`src/sv/qrs_pkg.sv`:
```
// Quadratic root solver package: widths, item and result types, shared helpers.
// No dependencies; imported by every qrs_* module and the top level.
`default_nettype none

package qrs_pkg;

  localparam int VW     = 32;
  localparam int FB     = 16;
  localparam int TOL_W  = 16;
  localparam logic [TOL_W-1:0] TOL_RESET = TOL_W'(1);

  localparam int PROD_W  = 2 * VW;
  localparam int D_W     = 2 * VW + 2;
  localparam int SQ_W    = D_W / 2;
  localparam int SQR_W   = SQ_W + 2;
  localparam int NUM_W   = SQ_W + 2;
  localparam int DEN_W   = VW + 2;
  localparam int NMAG_W  = NUM_W - 1;
  localparam int DMAG_W  = DEN_W - 1;
  localparam int NM_W    = NMAG_W + FB;
  localparam int QB      = VW;
  localparam int REM_W   = DMAG_W + 1;
  localparam int CMP_W   = DMAG_W + QB;
  localparam int DIV_LAT = QB + 2;

  localparam logic [VW-1:0] VAL_MAX = {1'b0, {(VW-1){1'b1}}};
  localparam logic [VW-1:0] VAL_MIN = {1'b1, {(VW-1){1'b0}}};

  localparam logic [1:0] CNT_NONE = 2'd0;
  localparam logic [1:0] CNT_ONE  = 2'd1;
  localparam logic [1:0] CNT_TWO  = 2'd2;
  localparam logic [1:0] CNT_ALL  = 2'd3;

  typedef enum logic [2:0] {
    KIND_NONE,
    KIND_ALL,
    KIND_LIN,
    KIND_LIN_ZERO,
    KIND_ONE,
    KIND_TWO
  } kind_e;

  typedef struct packed {
    kind_e                kind;
    logic signed [VW-1:0] a;
    logic signed [VW-1:0] b;
    logic signed [VW-1:0] c;
    logic [D_W-1:0]       rad;
  } item_t;

  typedef struct packed {
    logic          valid;
    logic [1:0]    count;
    logic [VW-1:0] hi;
    logic [VW-1:0] lo;
    logic          ovf;
  } result_t;

  function automatic logic near_zero(logic [VW-1:0] v, logic [TOL_W-1:0] tol);
    logic [VW-1:0] mag;
    mag = v[VW-1] ? -v : v;
    return mag < VW'(tol);
  endfunction

endpackage

`default_nettype wire

```
`src/sv/qrs_fifo.sv`:
```
// Two-entry queue between the front end and the back end.
// Depends on qrs_pkg.
`default_nettype none

module qrs_fifo (
  input  logic           clk_i,
  input  logic           rst_ni,
  input  logic           push_i,
  input  qrs_pkg::item_t item_i,
  input  logic           pop_i,
  output logic           full_o,
  output logic           valid_o,
  output qrs_pkg::item_t item_o
);
  import qrs_pkg::*;

  item_t      mem_q [2];
  logic       wr_q, rd_q;
  logic [1:0] cnt_q;
  logic       do_push, do_pop;

  assign full_o  = cnt_q == 2'd2;
  assign valid_o = cnt_q != 2'd0;
  assign item_o  = mem_q[rd_q];
  assign do_push = push_i && !full_o;
  assign do_pop  = pop_i && valid_o;

  always_ff @(posedge clk_i or negedge rst_ni) begin
    if (!rst_ni) begin
      wr_q  <= 1'b0;
      rd_q  <= 1'b0;
      cnt_q <= 2'd0;
    end else begin
      if (do_push) begin
        wr_q <= !wr_q;
      end
      if (do_pop) begin
        rd_q <= !rd_q;
      end
      cnt_q <= cnt_q + {1'b0, do_push} - {1'b0, do_pop};
    end
  end

  always_ff @(posedge clk_i) begin
    if (do_push) begin
      mem_q[wr_q] <= item_i;
    end
  end

endmodule

`default_nettype wire

```
`config.mk`:
```
export PLATFORM = sky130hd
export DESIGN_NAME = qrs_fifo
export DESIGN_NICKNAME = d
export VERILOG_FILES = /design/src/sv/qrs_pkg.sv /design/src/sv/qrs_fifo.sv
export SDC_FILE = /design/constraint.sdc
export NUM_CORES = 1
export LEC_CHECK = 0
export ABC_AREA = 1
export BUFFER_PORTS_ARGS = -buffer_cell sky130_fd_sc_hd__buf_2
export CORE_MARGIN = 5
export CORE_UTILIZATION = 52
export DETAILED_ROUTE_END_ITERATION = 8
export PLACE_DENSITY = 0.86
export SLEW_MARGIN = 20
export SYNTH_ARGS = -nofsm -noshare
export SYNTH_HDL_FRONTEND = slang
export SYNTH_SLANG_ARGS = --single-unit
```
`constraint.sdc`:
```
create_clock -name clk_i -period 9.9 [get_ports clk_i]
set_input_delay 1.485 -clock clk_i [delete_from_list [all_inputs] [get_ports clk_i]]
set_output_delay 1.485 -clock clk_i [all_outputs]
set_load 0.02 [all_outputs]
```
==> metrics, run 1 <==
Net Sw Frac=36.9%; sequential cell area=10000 sq um; P_int=3140 uW; CP Cell Sequence=inv_4 > buf_4 > nand2_1 > nand2_1 > buf_2; Residual DRC=0; count of input and output buffers=335; clock-pin slew on the worst setup and hold paths=0.06 ns; MaxCap Viol Count=0; Filler Cell Count=1608; Avg Inst Size Synth=13.7 sq um; synthesized netlist cell count=895; deepest clock path buffer count=3; synthesis-stage register bit count=334; Clock power frac=25.3%; most frequent CP cell=nand2_1; synthesized cell area=12300 sq um; first-pass GRT wire length=42.0 mm; DRT Wirelength=28.4 mm; DIE HEIGHT=164 microns; Adder-Cell Fraction of Synth Area=0.203%; final core occ=65.2%; detailed-route wire length per cell=17.9 microns; worst hold stages=2; sequential share of power=40.7%; Crit. End Element=primary output; worst endpoint required time=8.42 ns; die area=26800 sq um; H-tree levels=2; CP Launch Type=register; Slowest cell on crit path=buf_4; layout cells sized above 1=31.3%; Leakage=0.00661 uW; nets=1407; final setup vio count=0; drt first pass iters=6; Unique masters post-synth=11; Cell Pwr Density=326 nW/um^2; most frequent cells in the layout=nand2_1, buf_2, edfxtp_1; Layout Skew=0.0173 ns; DRT iter0 DRCs=699; total power=4980 uW; CTS root buffer=clkbuf_16; Hold Violations, Final=0; I/O pins=336; pin count of the biggest net entering global routing=95; number of global-route vias before repair=7859; unrepaired setup endpoints after global routing=no; CTS sink cnt=334; Synth Area in Simple Gates=15.7%; setup_tns=0 ns; global placer's final weighted congestion=0.794; Crit Path Class=register to primary output; vias per cell=4.98; yosys warns=0; commonest non-fill, non-tap cell in the layout=nand2_1; net count after synthesis=1066; critical path's largest stage delay=0.74 ns; post-place setup slack=5.81 ns; multi-input logic area=1960 sq um; DR vias=7862; final setup margin=5.27 ns; worst slew pin tran=1.09 ns; Die Span X=164 microns; worst-skew pair later-pin latency=0.49 ns; Worst VDD drop=0.000305 V; post-synthesis sequential area ratio=81.4%; Post-DRT Antenna Nets=0; CTS Buf Count=35; slew margin rel.=27.6%; Rows=56; GRT Total Usage=20.5%; total grt overflow=0; Reg2Reg Depth=4; Post-CTS Setup Repair Bufs=0; crit-path max FO=94; FMAX=216 MHz; largest family of logic cells by synthesized area=simple AND/OR/NAND/NOR gates; CTS tree=yes; mux cell area share after synthesis=0%; CP Data Arrival Time=3.14 ns; Final Max Slew Viols=0; status=completed; Initial Utilization=52.6%; combinational share of power=34.0%; CTS resizes=0; Tmin final=4.63 ns; switching pwr=1840 uW; total core area=23400 sq um; Post-Synth XOR/XNOR Area=0%; # hold bufs at CTS=0; HPWL after DPL=18.8 mm; Synth Area in Compound Gates=0%; antenna violations before repair=8; final period utilization=46.7%; HP Class=register to register; area grow syn2layout=24.1%
-- registers in the layout, summed over array words and instances (netlist names) --
signal / count
mem_q: 330
wr_q: 1
rd_q: 1
cnt_q: 2
-- synthesized netlist by cell type (all sizes together) --
library cell	number	share of area [%]
dfrtp	4	0.81
nand3	3	0.12
edfxtp	330	81
nor2	1	0.030
inv	10	0.33
nand2	508	15
buf	37	2.5
ha	2	0.20
-- stage by stage --
step / cells / cell area, sq um / hold slack (ns)
after floorplan: 895 / 12300 / 0.442
after global placement: 1518 / 14100 / 0.454
after detailed placement: 1518 / 14100 / 0.474
after CTS: 1579 / 15300 / 0.487
after global routing: 1580 / 15300 / 0.522
final: 1580 / 15300 / 0.484
-- area by class of cell --
| class | instances | area share, % |
|---|---|---|
| diodes | 1 | 0.0164 |
| clock buffers | 45 | 6.33 |
| clock inverters | 16 | 1.06 |
| inverters | 10 | 0.295 |
| multi-input cells | 514 | 12.8 |
| flip-flops and latches | 334 | 65.6 |
| well taps | 319 | 2.61 |
| repair buffers | 341 | 11.3 |
-- worst max-delay path, delay by kind of cell, from the launching register on --
family | cells | cell delay [ns]
buffers and inverters | 3 | 1.64
flip-flops | 1 | 0.63
AND/OR/NAND/NOR | 2 | 0.26
-- logic make-up after synthesis --
| group | Yosys count |
|---|---|
| flip-flops | 334 |
| AND/OR/NAND/NOR | 512 |
| adder cells (fa/ha/maj) | 2 |
| buffers and inverters | 47 |
-- path summary, 6_finish.rpt --
path	startpoint	endpoint	slack (ns)
setup / recovery	rd_q$_DFFE_PN0P_	item_o[7]	5.27
hold / removal	wr_q$_DFFE_PN0N_	wr_q$_DFFE_PN0N_	0.48
setup reg to reg	wr_q$_DFFE_PN0N_	mem_q[0][57]$_DFFE_PP_	7.17
hold reg to reg	wr_q$_DFFE_PN0N_	wr_q$_DFFE_PN0N_	0.48
max in group asynchronous	rst_ni	rd_q$_DFFE_PN0P_	8.97
min in group asynchronous	rst_ni	cnt_q[0]$_DFF_PN0_	0.79
-- power groups by stage --
stage                     Clock [uW]  Combinational [uW]  Sequential [uW]
after floorplan                    0                1170             2080
after global placement             0                1660             2030
after detailed placement           0                1700             2050
after CTS                       1280                1710             2030
after global routing            1350                1840             2050
final                           1260                1690             2030
-- metal layers --
layer	up-vias	wire length [microns]	GRT usage (%)
met5	-	86	0
met4	12	799	6.82
met3	74	3820	8.66
met2	455	13800	35.5
met1	3618	9860	22.9
li1	3703	-	-
(Power assumes the default switching activity.)
==> run 2, diff against run 1 <==
Settings changed: CORE_UTILIZATION 52 to 47, PLACE_DENSITY 0.86 to 0.83.
Clock period 9.9 ns to 3.75 ns, I/O delays scaled along.
==> metrics, run 2 (same netlist as run 1, synthesis figures left out) <==
commonest non-fill, non-tap cell in the layout=nand2_1; Rows=59; die area=29500 sq um; setup_tns=0 ns; deepest clock path buffer count=3; worst-skew pair later-pin latency=0.49 ns; Die Span X=172 microns; layout cells sized above 1=31.7%; Crit. End Element=primary output; DP Area=14300 sq um; HPWL after DPL=17.7 mm; antenna violations before repair=4; number of global-route vias before repair=7639; DIE HEIGHT=172 microns; Cell Pwr Density=847 nW/um^2; first-pass GRT wire length=39.4 mm; unrepaired setup endpoints after global routing=no; CTS Buf Count=34; I/O pins=336; top flop regs=mem_q (330), cnt_q (2); Initial Utilization=47.5%; clock-pin slew on the worst setup and hold paths=0.06 ns; Crit Path Class=register to primary output; worst slew pin tran=0.921 ns; drt first pass iters=5; status=completed; most frequent cells in the layout=nand2_1, buf_2, edfxtp_1; Layout Skew=0.00814 ns; nets=1414; area grow syn2layout=24.8%; DR vias=7685; CTS tree=yes; Post-CTS Setup Repair Bufs=0; Filler Cell Count=1944; fin area=15300 sq um; CP Launch Type=register; most frequent CP cell=nand2_1; critical path's largest stage delay=0.57 ns; worst endpoint required time=3.19 ns; CP Cell Sequence=inv_4 > buf_4 > nand2_1 > nand2_1 > buf_2; HP Class=input pin to register; Hold Violations, Final=0; sequential cell area=10000 sq um; slew margin rel.=38.4%; multi-input logic area=1960 sq um; count of input and output buffers=335; DRT Wirelength=26.7 mm; Residual DRC=0; DRT iter0 DRCs=615; H-tree levels=2; pin count of the biggest net entering global routing=167; vias per cell=4.79; Post-DRT Antenna Nets=0; Worst VDD drop=0.000870 V; crit-path max FO=71; max FFs per register=330; FMAX=366 MHz; GRT Total Usage=17.3%; MaxCap Viol Count=0; CTS sink cnt=334; Tmin final=2.73 ns; total core area=25900 sq um; CTS root buffer=clkbuf_16; final setup vio count=0; Slowest cell on crit path=buf_4; Leakage=0.00664 uW; final period utilization=72.8%; CP Data Arrival Time=2.17 ns; Biggest register=mem_q; detailed-route wire length per cell=16.6 microns; Final Max Slew Viols=0; global placer's final weighted congestion=0.821; total grt overflow=0; total power=13000 uW
## run 2: cell count changes in the layout (fill, tap and decap cells not counted), sizes merged
cell         change
buf              +7
clkbuf           -6
clkinv           +5
diode            +3
bufinv           -2
clkinvlp         -1
dlygate4sd3      +1
inv              +1
## run 2: where the power goes
part	internal [uW]	switching, uW	total (uW)
clock	1850	1290	3140
sequential	5090	186	5280
combinational	1240	3340	4580
total	8180	4820	13000
## run 2: worst max-delay path: cells and delay by family, from the launching register on
family,cells,cell delay (ns)
buf+inv,3,0.81
simple gates,2,0.31
flops,1,0.50
## run 2: path summary, 6_finish.rpt
kind / start / to / slack, ns / cells after the start
setup / recovery: rd_q$_DFFE_PN0P_ / item_o[149] / 1.02 / 5
hold / removal: item_i[10] / mem_q[0][10]$_DFFE_PP_ / 0.26 / 1
setup reg to reg: cnt_q[1]$_DFF_PN0_ / mem_q[1][148]$_DFFE_PP_ / 1.63 / 4
hold reg to reg: wr_q$_DFFE_PN0N_ / wr_q$_DFFE_PN0N_ / 0.48 / 2
max in group asynchronous: rst_ni / rd_q$_DFFE_PN0P_ / 3.19 / 2
min in group asynchronous: rst_ni / rd_q$_DFFE_PN0P_ / 0.43 / 2
## run 2: per-layer routing
layer,vias up,track usage (%),wire length (microns)
met4,2,5.60,678
met2,365,30.0,13200
met3,49,5.79,3100
met5,-,0,11
li1,3718,-,-
met1,3551,20.5,9720
## run 2: cell type report
cell class	count	area share (%)
antenna	4	0.0652
clock buffer	39	6.08
clock inverter	19	0.807
inverter	10	0.285
multi-input combinational	514	12.8
sequential	334	65.2
tap	335	2.73
timing repair buffer	349	12.0
## run 2: timing repair
| item | in CTS | in global routing |
|---|---|---|
| gates resized for setup | 0 | 0 |
| hold endpoints to repair | 4 | 0 |
| hold buffers | 1 | 0 |
## run 2: through the flow
stage / utilization, % / hold WS, ns / cells / setup slack (ns)
after floorplan: - / 0.267 / 895 / 0.208
after global placement: 55.1 / 0.372 / 1541 / 1.55
after detailed placement: 55.1 / 0.371 / 1541 / 1.48
after CTS: 59.2 / 0.225 / 1600 / 1.01
after global routing: 59.2 / 0.227 / 1603 / 0.885
final: 59.2 / 0.257 / 1604 / 1.02
==> run 3, diff against run 2 <==
Clock period 3.75 ns to 2.2 ns, I/O delays scaled along.
==> metrics, run 3 (same netlist as run 1, synthesis figures left out) <==
status=completed; worst slew pin tran=0.662 ns; nets=1467; DRT Wirelength=33.6 mm; total core area=25900 sq um; final cell count without fillers=1654; DP Area=14400 sq um; final period utilization=95.8%; Post-DRT Antenna Nets=0; DIE HEIGHT=172 microns; CP Cell Sequence=buf_12 > inv_16 > clkbuf_16 > nand2_1 > nand2_1 > buf_2; Crit Path Class=register to primary output; DRT iter0 DRCs=858; Cell Pwr Density=1480 nW/um^2; worst hold stages=1; HPWL after DPL=19.1 mm; Initial Utilization=47.5%; vias per cell=5.17; Reg2Reg Depth=5; layout cells sized above 1=32.3%; worst-skew pair later-pin latency=0.50 ns; WP depth=6; CTS tree=yes; CTS sink cnt=334; most frequent CP cell=nand2_1; Leakage=0.00701 uW; CP delay by family, top=buffers and inverters; Buf/Inv on CP=4; count of input and output buffers=335; post-place setup slack=0.337 ns; final setup margin=0.0918 ns; multi-input logic area=1970 sq um; Crit. End Element=primary output; fin area=16200 sq um; deepest clock path buffer count=3; CP Data Arrival Time=1.78 ns; Slowest cell on crit path=dfrtp_4; sequential cell area=10000 sq um; CP Launch Type=register; FMAX=474 MHz; Biggest register=mem_q; H-tree levels=2; commonest non-fill, non-tap cell in the layout=nand2_1; crit-path max FO=21; HP Class=input pin to register; critical path's largest stage delay=0.49 ns; Tmin final=2.11 ns; Die Span X=172 microns; detailed-route wire length per cell=20.3 microns; pin count of the biggest net entering global routing=87; Residual DRC=0; Hold Violations, Final=0; unrepaired setup endpoints after global routing=no; first-pass GRT wire length=45.8 mm; GRT Total Usage=20.4%; CTS Buf Count=34; slew margin rel.=55.8%; Filler Cell Count=1830; Worst VDD drop=0.000985 V; MaxCap Viol Count=0; top flop regs=mem_q (330), cnt_q (2); placed insts=1544; number of global-route vias before repair=8553; setup_tns=0 ns; Final Max Slew Viols=0; I/O pins=336; max FFs per register=330; area grow syn2layout=31.6%; worst endpoint required time=1.87 ns; clock-pin slew on the worst setup and hold paths=0.07 ns; DR vias=8552; final setup vio count=0; CTS root buffer=clkbuf_16; drt first pass iters=5; Layout Skew=0.0168 ns; total grt overflow=0; die area=29500 sq um; most frequent cells in the layout=nand2_1, buf_2, edfxtp_1; Rows=59; antenna violations before repair=2; global placer's final weighted congestion=0.818
[run 3: cell types whose count changed in the layout (fill, tap and decap cells not counted), sizes merged]
cell / change
clkbuf: +8
buf: +12
dlygate4sd3: +34
bufinv: +2
diode: -2
clkinv: -4
[run 3: final timing paths]
check	start	endpoint	slack (ns)
hold reg to reg	wr_q$_DFFE_PN0N_	wr_q$_DFFE_PN0N_	0.50
min in group asynchronous	rst_ni	wr_q$_DFFE_PN0N_	0.19
setup reg to reg	cnt_q[0]$_DFF_PN0_	mem_q[0][102]$_DFFE_PP_	0.31
max in group asynchronous	rst_ni	rd_q$_DFFE_PN0P_	1.88
setup / recovery	rd_q$_DFFE_PN0P_	item_o[87]	0.09
hold / removal	item_i[137]	mem_q[0][137]$_DFFE_PP_	0.02
[run 3: cell type report]
type / instances / share of cell area (%)
Sequential cell: 334 / 61.8
Timing Repair Buffer: 400 / 16.2
Multi-Input combinational cell: 514 / 12.2
Clock buffer: 42 / 5.70
Tap cell: 335 / 2.59
Clock inverter: 15 / 0.997
Inverter: 10 / 0.355
Timing Repair inverter: 2 / 0.155
Antenna cell: 2 / 0.0309
[run 3: power breakdown]
| group | total [uW] | leakage [uW] | internal, uW | switching, uW |
|---|---|---|---|---|
| logic | 9310 | 0.00336 | 2880 | 6430 |
| clock network | 5600 | 0.000534 | 3330 | 2270 |
| registers | 9020 | 0.00312 | 8670 | 352 |
[run 3: through the flow]
step | hold slack (ns) | total power, uW | utilization [%]
CTS | 0.000119 | 23500 | 61.4
finish | 0.0189 | 23900 | 62.5
global placement | 0.145 | 17100 | 55.6
floorplan | 0.0344 | 14500 | -
detailed placement | 0.146 | 17300 | 55.6
global route | -0.00956 | 25100 | 62.5
[run 3: layer usage]
| layer | routed length, microns | up-vias | GRT usage [%] |
|---|---|---|---|
| met1 | 12500 | 4098 | 24.1 |
| li1 | - | 3837 | - |
| met4 | 911 | 2 | 6.80 |
| met3 | 3950 | 66 | 6.27 |
| met5 | 11 | - | 0 |
| met2 | 16300 | 549 | 35.8 |
[run 3: what timing repair did]
| action | in CTS | in global routing |
|---|---|---|
| gates cloned | 4 | 7 |
| endpoints found under the setup margin | 165 | 125 |
| hold endpoints to repair | 53 | 15 |
| setup buffers | 3 | 3 |
| gates resized for setup | 10 | 10 |
| hold buffers | 27 | 8 |
[run 3: worst register-to-register path, stage by stage (launching register included)]
cell and delay, ns:
dfrtp_1 0.39, inv_2 0.06, nand2_2 0.07, nand3_2 0.11
clkinvlp_4 0.55, buf_12 0.42
